## config.mk

```make
export PLATFORM = sky130hd
export DESIGN_NAME = signed_add_sub_mul_div_unit
export DESIGN_NICKNAME = d
export VERILOG_FILES = /design/src/rtl/asmd_pkg.sv /design/src/rtl/asmd_ctrl.sv /design/src/rtl/asmd_datapath.sv /design/src/rtl/signed_add_sub_mul_div_unit.sv
export SDC_FILE = /design/constraint.sdc
export NUM_CORES = 1
export LEC_CHECK = 0
export ABC_AREA = 1
export CORE_ASPECT_RATIO = 0.8
export CORE_MARGIN = 2
export CORE_UTILIZATION = 59
export CTS_CLUSTER_DIAMETER = 30
export DETAILED_ROUTE_END_ITERATION = 8
export DONT_BUFFER_PORTS = 1
export PLACE_DENSITY = 0.84
export SETUP_SLACK_MARGIN = 0.5
export SYNTH_ARGS = -nofsm -noshare
export SYNTH_HDL_FRONTEND = slang
export SYNTH_SLANG_ARGS = --single-unit
```

## constraint.sdc

```tcl
create_clock -name clk -period 5.3 [get_ports clk]
set_input_delay 0.53 -clock clk [delete_from_list [all_inputs] [get_ports clk]]
set_output_delay 0.53 -clock clk [all_outputs]
set_load 0.05 [all_outputs]
```

## src/rtl/asmd_pkg.sv

```systemverilog
// Shared types for the signed add/subtract/multiply/divide unit.
// No dependencies; used by the controller, the datapath and the top level.
`timescale 1ns / 1ps

package asmd_pkg;

    // Operation codes carried in the lowest two bits of an input item.
    typedef enum logic [1:0] {
        MODE_ADD = 2'd0,
        MODE_SUB = 2'd1,
        MODE_MUL = 2'd2,
        MODE_DIV = 2'd3
    } mode_t;

    // Sequencer states.
    typedef enum logic [2:0] {
        ST_IDLE,
        ST_MAG_A,
        ST_MAG_B,
        ST_ITER,
        ST_FIX,
        ST_ADDSUB
    } state_t;

    // Datapath operation issued by the sequencer each cycle.
    typedef enum logic [3:0] {
        OP_HOLD,
        OP_LOAD,
        OP_MAG_A,
        OP_MAG_B,
        OP_MUL_STEP,
        OP_DIV_STEP,
        OP_MUL_FIX,
        OP_DIV_FIX,
        OP_ADD,
        OP_SUB
    } dp_op_t;

    // Control bundle from the sequencer to the datapath.
    typedef struct packed {
        dp_op_t op;
        logic   res_load;
    } ctrl_t;

endpackage

```

## src/rtl/asmd_ctrl.sv

```systemverilog
// Sequencer of the signed arithmetic unit: state machine, bit counter, output valid.
// Depends on asmd_pkg.
`timescale 1ns / 1ps

module asmd_ctrl #(
    parameter int DATA_WIDTH = 32
) (
    input  logic                 clk,
    input  logic                 rst_n,
    input  logic                 in_valid,
    output logic                 in_ready,
    input  logic [1:0]           in_mode,
    output logic                 out_valid,
    input  logic                 out_ready,
    output asmd_pkg::ctrl_t      ctrl
);

    localparam int CNT_W = (DATA_WIDTH > 1) ? $clog2(DATA_WIDTH) : 1;

    asmd_pkg::state_t state_reg, state_next;
    asmd_pkg::mode_t  mode_reg, mode_next;
    logic [CNT_W-1:0] cnt_reg, cnt_next;
    logic             out_valid_reg, out_valid_next;
    logic             can_load;
    logic             last_bit;
    logic             accept;

    // The result register may be written when empty or being drained.
    assign can_load = !out_valid_reg || out_ready;
    assign last_bit = (cnt_reg == CNT_W'(DATA_WIDTH - 1));
    assign accept   = in_valid && in_ready;

    // Next-state logic.
    always_comb
    begin
        state_next = state_reg;
        unique case (state_reg)
            asmd_pkg::ST_IDLE:
            begin
                if (in_valid)
                begin
                    if (in_mode == asmd_pkg::MODE_ADD || in_mode == asmd_pkg::MODE_SUB)
                        state_next = asmd_pkg::ST_ADDSUB;
                    else
                        state_next = asmd_pkg::ST_MAG_A;
                end
            end
            asmd_pkg::ST_MAG_A:  state_next = asmd_pkg::ST_MAG_B;
            asmd_pkg::ST_MAG_B:  state_next = asmd_pkg::ST_ITER;
            asmd_pkg::ST_ITER:
            begin
                if (last_bit)
                    state_next = asmd_pkg::ST_FIX;
            end
            asmd_pkg::ST_FIX,
            asmd_pkg::ST_ADDSUB:
            begin
                if (can_load)
                    state_next = asmd_pkg::ST_IDLE;
            end
            default: state_next = asmd_pkg::ST_IDLE;
        endcase
    end

    // Output logic: handshake and the datapath operation for this cycle.
    always_comb
    begin
        in_ready      = 1'b0;
        ctrl.op       = asmd_pkg::OP_HOLD;
        ctrl.res_load = 1'b0;
        unique case (state_reg)
            asmd_pkg::ST_IDLE:
            begin
                in_ready = 1'b1;
                if (in_valid)
                    ctrl.op = asmd_pkg::OP_LOAD;
            end
            asmd_pkg::ST_MAG_A: ctrl.op = asmd_pkg::OP_MAG_A;
            asmd_pkg::ST_MAG_B: ctrl.op = asmd_pkg::OP_MAG_B;
            asmd_pkg::ST_ITER:
            begin
                if (mode_reg == asmd_pkg::MODE_MUL)
                    ctrl.op = asmd_pkg::OP_MUL_STEP;
                else
                    ctrl.op = asmd_pkg::OP_DIV_STEP;
            end
            asmd_pkg::ST_FIX:
            begin
                if (can_load)
                begin
                    ctrl.res_load = 1'b1;
                    if (mode_reg == asmd_pkg::MODE_MUL)
                        ctrl.op = asmd_pkg::OP_MUL_FIX;
                    else
                        ctrl.op = asmd_pkg::OP_DIV_FIX;
                end
            end
            asmd_pkg::ST_ADDSUB:
            begin
                if (can_load)
                begin
                    ctrl.res_load = 1'b1;
                    if (mode_reg == asmd_pkg::MODE_ADD)
                        ctrl.op = asmd_pkg::OP_ADD;
                    else
                        ctrl.op = asmd_pkg::OP_SUB;
                end
            end
            default: ctrl.op = asmd_pkg::OP_HOLD;
        endcase
    end

    // Mode capture, bit counter and output valid.
    always_comb
    begin
        mode_next = mode_reg;
        if (accept)
            mode_next = asmd_pkg::mode_t'(in_mode);

        cnt_next = cnt_reg;
        if (state_reg == asmd_pkg::ST_MAG_B)
            cnt_next = '0;
        else if (state_reg == asmd_pkg::ST_ITER)
            cnt_next = cnt_reg + CNT_W'(1);

        out_valid_next = out_valid_reg;
        if (ctrl.res_load)
            out_valid_next = 1'b1;
        else if (out_ready)
            out_valid_next = 1'b0;
    end

    always_ff @(posedge clk or negedge rst_n)
    begin
        if (!rst_n)
        begin
            state_reg     <= asmd_pkg::ST_IDLE;
            mode_reg      <= asmd_pkg::MODE_ADD;
            cnt_reg       <= '0;
            out_valid_reg <= 1'b0;
        end
        else
        begin
            state_reg     <= state_next;
            mode_reg      <= mode_next;
            cnt_reg       <= cnt_next;
            out_valid_reg <= out_valid_next;
        end
    end

    assign out_valid = out_valid_reg;

endmodule

```

## src/rtl/asmd_datapath.sv

```systemverilog
// Datapath of the signed arithmetic unit: operand, accumulator, quotient and
// result registers around one shared add/subtract unit. Depends on asmd_pkg.
`timescale 1ns / 1ps

module asmd_datapath #(
    parameter int DATA_WIDTH = 32
) (
    input  logic                  clk,
    input  asmd_pkg::ctrl_t       ctrl,
    input  logic [DATA_WIDTH-1:0] in_a,
    input  logic [DATA_WIDTH-1:0] in_b,
    output logic [DATA_WIDTH-1:0] result
);

    localparam int W = DATA_WIDTH;

    logic [W-1:0] a_reg, a_next;
    logic [W-1:0] b_reg, b_next;
    logic [W-1:0] acc_reg, acc_next;
    logic [W-1:0] q_reg, q_next;
    logic [W-1:0] result_reg, result_next;
    logic         neg_reg, neg_next;

    logic [W-1:0] add_x;
    logic [W-1:0] add_y;
    logic         add_inv;
    logic [W:0]   add_sum;
    logic [W-1:0] rem_shift;
    logic         take;

    // Partial remainder shifted left with the next dividend bit.
    assign rem_shift = {acc_reg[W-2:0], a_reg[W-1]};

    // Operand selection for the shared adder.
    always_comb
    begin
        add_x   = '0;
        add_y   = '0;
        add_inv = 1'b0;
        unique case (ctrl.op)
            asmd_pkg::OP_MAG_A:
            begin
                add_y   = a_reg;
                add_inv = 1'b1;
            end
            asmd_pkg::OP_MAG_B:
            begin
                add_y   = b_reg;
                add_inv = 1'b1;
            end
            asmd_pkg::OP_MUL_STEP:
            begin
                add_x = acc_reg;
                add_y = a_reg;
            end
            asmd_pkg::OP_DIV_STEP:
            begin
                add_x   = rem_shift;
                add_y   = b_reg;
                add_inv = 1'b1;
            end
            asmd_pkg::OP_MUL_FIX:
            begin
                add_y   = acc_reg;
                add_inv = 1'b1;
            end
            asmd_pkg::OP_DIV_FIX:
            begin
                add_y   = q_reg;
                add_inv = 1'b1;
            end
            asmd_pkg::OP_ADD:
            begin
                add_x = a_reg;
                add_y = b_reg;
            end
            asmd_pkg::OP_SUB:
            begin
                add_x   = a_reg;
                add_y   = b_reg;
                add_inv = 1'b1;
            end
            default:
            begin
                add_x   = '0;
                add_y   = '0;
                add_inv = 1'b0;
            end
        endcase
    end

    // Shared adder; subtraction adds the inverted operand plus one.
    assign add_sum = {1'b0, add_x} + {1'b0, add_y ^ {W{add_inv}}} + (W+1)'(add_inv);

    // A quotient bit is set when the shifted remainder overflowed or no borrow occurred.
    assign take = acc_reg[W-1] | add_sum[W];

    // Register updates per operation.
    always_comb
    begin
        a_next      = a_reg;
        b_next      = b_reg;
        acc_next    = acc_reg;
        q_next      = q_reg;
        neg_next    = neg_reg;
        result_next = result_reg;
        unique case (ctrl.op)
            asmd_pkg::OP_LOAD:
            begin
                a_next   = in_a;
                b_next   = in_b;
                acc_next = '0;
                neg_next = in_a[W-1] ^ in_b[W-1];
            end
            asmd_pkg::OP_MAG_A:
            begin
                if (a_reg[W-1])
                    a_next = add_sum[W-1:0];
            end
            asmd_pkg::OP_MAG_B:
            begin
                if (b_reg[W-1])
                    b_next = add_sum[W-1:0];
            end
            asmd_pkg::OP_MUL_STEP:
            begin
                if (b_reg[0])
                    acc_next = add_sum[W-1:0];
                a_next = {a_reg[W-2:0], 1'b0};
                b_next = {1'b0, b_reg[W-1:1]};
            end
            asmd_pkg::OP_DIV_STEP:
            begin
                acc_next = take ? add_sum[W-1:0] : rem_shift;
                q_next   = {q_reg[W-2:0], take};
                a_next   = {a_reg[W-2:0], 1'b0};
            end
            asmd_pkg::OP_MUL_FIX,
            asmd_pkg::OP_DIV_FIX:
            begin
                result_next = neg_reg ? add_sum[W-1:0] : add_y;
            end
            asmd_pkg::OP_ADD,
            asmd_pkg::OP_SUB:
            begin
                result_next = add_sum[W-1:0];
            end
            default:
            begin
                a_next = a_reg;
            end
        endcase
    end

    // Payload registers carry no reset.
    always_ff @(posedge clk)
    begin
        a_reg      <= a_next;
        b_reg      <= b_next;
        acc_reg    <= acc_next;
        q_reg      <= q_next;
        neg_reg    <= neg_next;
        result_reg <= result_next;
    end

    assign result = result_reg;

endmodule

```

## src/rtl/signed_add_sub_mul_div_unit.sv

```systemverilog
// Add and subtract: after acceptance the shared adder writes the result register.
// Multiply and divide: after acceptance, magnitude steps for both operands, then one bit
// per cycle through the shared adder, then a sign-correction step that writes the result
// register. Result writes wait for a free output; each item is done before the next is taken.
// A pending result is held in the output register while the next item is taken.
// Reset (rst_n low, asynchronous) returns the sequencer to idle and drops any pending result.
`timescale 1ns / 1ps

module signed_add_sub_mul_div_unit #(
    parameter int DATA_WIDTH = 32
) (
    input  logic                                clk,
    input  logic                                rst_n,
    input  logic                                s_axis_tvalid,
    output logic                                s_axis_tready,
    // Fields from bit 0: mode (2), operand_a (DATA_WIDTH), operand_b (DATA_WIDTH), zero fill.
    input  logic [((2*DATA_WIDTH+2+7)/8)*8-1:0] s_axis_tdata,
    output logic                                m_axis_tvalid,
    input  logic                                m_axis_tready,
    // Fields from bit 0: result (DATA_WIDTH), zero fill.
    output logic [((DATA_WIDTH+7)/8)*8-1:0]     m_axis_tdata
);

    localparam int W         = DATA_WIDTH;
    localparam int OUT_TDATA = ((DATA_WIDTH + 7) / 8) * 8;

    asmd_pkg::ctrl_t ctrl;
    logic [W-1:0]    operand_a;
    logic [W-1:0]    operand_b;
    logic [1:0]      mode;
    logic [W-1:0]    result;

    // Unpack the input item.
    assign mode      = s_axis_tdata[1:0];
    assign operand_a = s_axis_tdata[W+1:2];
    assign operand_b = s_axis_tdata[2*W+1:W+2];

    // Sequencer.
    asmd_ctrl #(
        .DATA_WIDTH (DATA_WIDTH)
    ) u_ctrl (
        .clk       (clk),
        .rst_n     (rst_n),
        .in_valid  (s_axis_tvalid),
        .in_ready  (s_axis_tready),
        .in_mode   (mode),
        .out_valid (m_axis_tvalid),
        .out_ready (m_axis_tready),
        .ctrl      (ctrl)
    );

    // Shared-adder datapath.
    asmd_datapath #(
        .DATA_WIDTH (DATA_WIDTH)
    ) u_datapath (
        .clk    (clk),
        .ctrl   (ctrl),
        .in_a   (operand_a),
        .in_b   (operand_b),
        .result (result)
    );

    // Pack the result item.
    assign m_axis_tdata = OUT_TDATA'(result);

endmodule

```

# Yosys cells after proc, flatten, opt, wreduce, memory -nomap -nowiden
# Index checks and enable logic that the tools add are counted.
totals:
  in_bits: 76
  regBits: 172
  word_cells: 95
op_classes:
  add_sub_neg: 3
  n_reduce_logical: 24
  n_eq_ne: 23
  n_mux: 30
  bitwise_logic: 3
ops:
  columns: ["op", "count"]
  rows:
  - ["$pmux 32 s3", 4]
  - ["$mux 32", 5]
  - ["$pmux 32 s4", 1]
  - ["$pmux 32 s2", 1]
  - ["$add 32x32->33", 1]
  - ["$add 33x1->33", 1]
  - ["$xor 32x32->32", 1]
  - ["$pmux 4 s6", 1]
  - ["$eq 4x3->1 const B", 4]
  - ["$mux 5", 3]
  - ["$pmux 3 s5", 1]
  - ["$mux 3", 4]
  - ["$ne 2x1->1 const B", 5]
  - ["$reduce_or 2->1", 5]
  - ["$reduce_bool 3->1", 3]
  - ["$eq 4x2->1 const B", 2]
  - ["$eq 4x4->1 const B", 2]
  - ["$mux 1", 8]
  - ["$eq 3x2->1 const B", 2]
  - ["$eq 3x3->1 const B", 2]
  - ["$reduce_and 2->1", 3]
  - ["$reduce_bool 2->1", 3]
  - ["$reduce_or 6->1", 1]
  - ["$add 5x1->5 const B", 1]
  - ["17 further kinds", 19]

# Longest topological paths before layout
logic_depth:
  word_depth: 13
  ltp_mapped: 28

# By module
# A second synthesis with hierarchy kept.
unflattened:
  cells_unflattened: 1327
  hier_area_um2: 11136.9
by_module_without_submodules:
  columns: ["mod", "area_per_inst_um2", "n_inst", "cells_each"]
  rows:
  - ["asmd_datapath", 10491.3, 1, 1239]
  - ["asmd_ctrl", 645.6, 1, 88]

# Worst setup path before layout
# No wires, ideal clock.
synth_timing:
  kind: "flip-flop to flip-flop"
  startpoint: "register u_ctrl.out_valid_reg (netlist: u_ctrl.out_valid)"
  endpoint: "register u_datapath.acc_reg[29] (data pin)"
  setup_slack_ps: 725
  path_buffers: 2
  setup_time_ps: 267
  arrival_ps: 4309
  stages_incl_launch_ff: 24
  cell_sequence: "dfrtp_1 -> nand2_1 -> inv_2 -> nor2_4 -> nand2_1 -> nand2_2 -> inv_1 -> clkbuf_1 -> o221ai_1 -> xor2_1 -> ha_1 -> a21oi_1 -> nand2_1 -> a21oi_1 -> o21ai_0 -> a21oi_1 -> inv_1 -> nand4_1 -> nand3_1 -> nand2_1 -> nand2_1 -> buf_2 -> nand3_1 -> o21ai_0"
synth_via:
  elab_chain_len: 13
  word_cells_on_any_way: 28
synth_rtl:
  columns: ["item", "line_no", "text"]
  rows:
  - ["start, declared", "asmd_ctrl.sv:23", "logic out_valid_reg, out_valid_next;"]
  - ["start signal, assigned", "asmd_ctrl.sv:147", "out_valid_reg <= out_valid_next;"]
  - ["$logic_not 1->1 (*)", "asmd_ctrl.sv:29", "assign can_load = !out_valid_reg || out_ready;"]
  - ["$logic_or 1x1->1 (*)", "asmd_ctrl.sv:29", null]
  - ["$mux 5 or $mux 4 (tied branches)", "asmd_ctrl.sv:100, asmd_ctrl.sv:89", null]
  - ["$pmux 4 s6 (*)", "asmd_ctrl.sv:71", "unique case (state_reg)"]
  - ["$eq 4x3->1, or another cell as far along", "asmd_datapath.sv:40, asmd_datapath.sv:107", null]
  - ["$reduce_or 4->1 (no source line), or another cell as far along", null, null]
  - ["$pmux 32 s4 or $mux 1 (tied branches)", "asmd_datapath.sv:40", "unique case (ctrl.op)"]
  - ["$xor 32x32->32", "asmd_datapath.sv:93", "assign add_sum = {1'b0, add_x} + {1'b0, add_y ^ {W{add_inv}}} + (W+1)'(add_inv);"]
  - ["$add 32x32->33", "asmd_datapath.sv:93", null]
  - ["$add 33x1->33", "asmd_datapath.sv:93", null]
  - ["$or 1x1->1", "asmd_datapath.sv:96", "assign take = acc_reg[W-1] | add_sum[W];"]
  - ["$mux 32", "asmd_datapath.sv:134", "acc_next = take ? add_sum[W-1:0] : rem_shift;"]
  - ["$pmux 32 s3 (*)", "asmd_datapath.sv:107", "unique case (ctrl.op)"]
  - ["via u_datapath.acc_next[29]", "asmd_datapath.sv:19", "logic [W-1:0] acc_reg, acc_next;"]
  - ["end signal, assigned", "asmd_datapath.sv:160", "acc_reg <= acc_next;"]
  - ["end, declared", "asmd_datapath.sv:19", null]
# The timed path passes the listed nets; every way through them passes the cells marked *. The select of a mux whose other input is x is not followed.
# A chain may end at the register's enable or synchronous reset.

# Worst setup path in the final report
layout_timing:
  startpoint: "register u_ctrl.state_reg[1]"
  endpoint: "register u_datapath.acc_reg[22] (data pin)"
layout_via:
  elab_chain_len: 11
  word_cells_on_any_way: 30
layout_rtl:
  columns: ["item", "line_no", "text"]
  rows:
  - ["start, declared", "asmd_ctrl.sv:20", "asmd_pkg::state_t state_reg, state_next;"]
  - ["start signal, assigned", "asmd_ctrl.sv:137", "state_reg <= asmd_pkg::ST_IDLE;"]
  - ["start signal, assigned", "asmd_ctrl.sv:144", "state_reg <= state_next;"]
  - ["$eq 3x3->1, or another cell as far along", "asmd_ctrl.sv:71", null]
  - ["$pmux 4 s6 (*)", "asmd_ctrl.sv:71", null]
  - ["$eq 4x3->1, or another cell as far along", "asmd_datapath.sv:40, asmd_datapath.sv:107", null]
  - ["$reduce_or 4->1 (no source line), or another cell as far along", null, null]
  - ["$pmux 32 s4 or $mux 1 (tied branches)", "asmd_datapath.sv:40", null]
  - ["$xor 32x32->32", "asmd_datapath.sv:93", null]
  - ["$add 32x32->33", "asmd_datapath.sv:93", null]
  - ["$add 33x1->33", "asmd_datapath.sv:93", null]
  - ["$or 1x1->1", "asmd_datapath.sv:96", null]
  - ["$mux 32", "asmd_datapath.sv:134", null]
  - ["$pmux 32 s3 (*)", "asmd_datapath.sv:107", null]
  - ["via u_datapath.acc_next[22]", "asmd_datapath.sv:19", null]
# Marks and branches as above.

==> impl_metrics.tcl <==
set metrics [dict create \
    syn_avg_cell_area_sq_um 8.82 \
    rows 44 \
    place_hpwl_mm 22.7 \
    synth_ff_type "edfxtp_1" \
    crit_fanout 15 \
    hold_class "in -> reg" \
    cts_buffer_depth 2 \
    cts_tree "built" \
    antenna_found_initial 0 \
    antennaDiodeCount 0 \
    yosysMostFrequentCell "nand2_1" \
    critPathSlowestCell "dfrtp_1" \
    wire_per_inst_um 22.9 \
    die_x_um 155 \
    synth_warnings 0 \
    status "finished, final reports clean" \
    dr.first_iter.drc_count 1683 \
    crit_path_frequent_cell "nand2_1" \
    grt_max_degree 42 \
    ys_types 51 \
    rsz0062_at_grt "false" \
    cts_buffers 17 \
    core-area_sq_um 18000 \
    timing.final.crit_period_ps 4630 \
    die_area_sq_um 19400 \
    endpoint_kind "register" \
    io_pins 110 \
    gp_congestion 1.00 \
    fin_nets 1341 \
    synth_top_area_cell "edfxtp_1" \
    synth_top_area_share_pct 44.9 \
    clkSlewWorstSetupHoldPaths_ps 70 \
    required_ps 5490 \
    cp-start-kind "register" \
    tightestPinTransition_ps 1150 \
    vias_per_cell 6.77 \
    drc_errors 0 \
    drtAntennaViolNets 0 \
    slew_violations 0 \
    max_freq_mhz 216 \
    io_buffers 0 \
    slowest_delay_ps 420 \
    h-tree-depth 4 \
    rr_worst_depth 24 \
    crit_type "reg -> reg" \
    syn2layout_area_growth_pct 11.2 \
    vias 9985 \
    critical_path.cell_chain "inv_2, nand3_2, nand2_2, inv_2, nand2_1, nand3_1, nor2_4, clkinvlp_4, buf_4, o22ai_1, a221oi_2, nand2_1, o21ai_0, ha_2, nand2_1, nor3_4, nand2_1, nor2_1, a2111oi_1, nand3_1, buf_4, buf_12, clkinvlp_4, a32o_1" \
    synthArstFlopShare_pct 6.40 \
    drt_first_pass_iters 8 \
    tns_ps 0 \
    ys_seq_elements 172 \
    grt_util_all_layers_pct 34.5 \
    whs_ps 218 \
    synthTopCellsByCount "288 x nand2_1, 161 x edfxtp_1, 120 x inv_1" \
    period_share_pct 87.3 \
    die_h_um 125 \
    grt_pass1_vias 9477 \
    wl_mm 33.7 \
    cp.arrival_ps 4810 \
    synth_nets 1332 \
    finClkSkew_ps 10.8 \
    worst_skew_pair.late_latency_ps 440 \
    hold_depth 2 \
    grt_pass1_wl_mm 51.4 \
    yosysSeqAreaShare_pct 47.4 \
    clock_sinks 172 \
    slew_headroom_pct 23.6 \
    start_util_pct 59.9 \
    clock_tree.root_cell "clkbuf_16" \
    yosys-top-cells-area "edfxtp_1 45%, nand2_1 10%, o221ai_1 5.5%, inv_1 4.2%, ha_1 3.8%" \
    drive_gt1_share_pct 13.1 \
    final_hold_viol_count 0 \
    overflow 0 \
    finalSetupViolCount 0 \
    synth_edf_count 161 \
    syn_inst 1222 \
    drv_cap 0 \
    netlist_area_sq_um 10800 \
]
## routing by layer
layer / wire, um / vias to the layer above / track usage [%] / part of all wire [%]
li1: - / 4420 / - / -
met2: 14200 / 859 / 50.9 / 42
met3: 5160 / 104 / 10.3 / 15
met1: 13300 / 4602 / 48.2 / 39
met4: 1050 / 0 / 12.7 / 3.1
met5: 0 / - / 0 / 0
## cells in the final DEF (no fill, tap or decap), types with 9 or more instances in the layout
| master | count |
|---|---|
| a21oi_1 | 74 |
| nand2_1 | 287 |
| ha_1 | 32 |
| o211ai_1 | 16 |
| o21ai_0 | 73 |
| nand3_1 | 73 |
| edfxtp_1 | 161 |
| o22ai_1 | 17 |
| clkbuf_16 | 18 |
| inv_2 | 12 |
| nor2_1 | 46 |
| nand2_2 | 23 |
| o21ai_1 | 14 |
| o221ai_1 | 66 |
| dfrtp_1 | 9 |
| buf_4 | 34 |
| inv_1 | 118 |
| a22oi_1 | 24 |
| xor2_1 | 25 |
## stage by stage
stage | cells | worst slack (ps) | utilization [%] | cell area [sq um]
after CTS | 1467 | 520 | 65.5 | 11800
after global placement | 1434 | 526 | 62.0 | 11200
final | 1474 | 674 | 66.6 | 12000
after detailed placement | 1434 | 439 | 62.0 | 11200
after floorplan | 1222 | 725 | - | 10800
after global routing | 1474 | 470 | 66.6 | 12000
## cells by family (layout without fill, tap and decap cells)
group           count (synthesis)  count (layout)  share of synthesized area, %
simple gates                  470             470                          19.3
compound gates                324             324                          19.7
buf+inv                       188             210                          6.65
flops                         172             172                          47.4
fa+ha+maj                      34              34                          4.02
xor+xnor                       34              34                          2.90
## final timing paths
| kind | start | endpoint | slack [ps] |
|---|---|---|---|
| worst max register to register | u_ctrl.state_reg[1]$_DFFE_PN0P_ | u_datapath.acc_reg[22]$_DFFE_PP_ | 670 |
| max in group asynchronous | rst_n | u_ctrl.state_reg[0]$_DFFE_PN0P_ | 4440 |
| min in group asynchronous | rst_n | u_ctrl.state_reg[1]$_DFFE_PN0P_ | 490 |
| worst max-delay path | u_ctrl.state_reg[1]$_DFFE_PN0P_ | u_datapath.acc_reg[22]$_DFFE_PP_ | 670 |
| worst min register to register | u_datapath.q_reg[5]$_DFFE_PN_ | u_datapath.q_reg[6]$_DFFE_PN_ | 450 |
| worst min-delay path | s_axis_tdata[1] | u_ctrl.mode_reg[1]$_DFFE_PN0P_ | 220 |
## what timing repair did
action	in CTS	in global routing
endpoints found under the hold margin	11	0
setup endpoints to repair	1	53
setup buffers	0	6
pin swaps	0	5
hold buffers	1	0
gates cloned	0	1
gates resized for setup	1	34
## area by class of cell
| cell class | count | area, sq um |
|---|---|---|
| well taps | 230 | 288 |
| clock buffers | 18 | 429 |
| repair buffers | 42 | 393 |
| inverters | 136 | 526 |
| multi-input cells | 862 | 5050 |
| clock inverters | 14 | 186 |
| flip-flops and latches | 172 | 5110 |
| fillers | 1418 | 6020 |
## worst max-delay path, delay by kind of cell, from the launching register on
kind,cells,cell delay [ps]
buf+inv,7,1200
fa+ha+maj,1,400
simple gates,11,1570
flops,1,420
compound gates,5,790
Power is left out: the tool's default activity adds up to more than one toggle a clock period on the data nets, which glitch-free logic cannot reach.
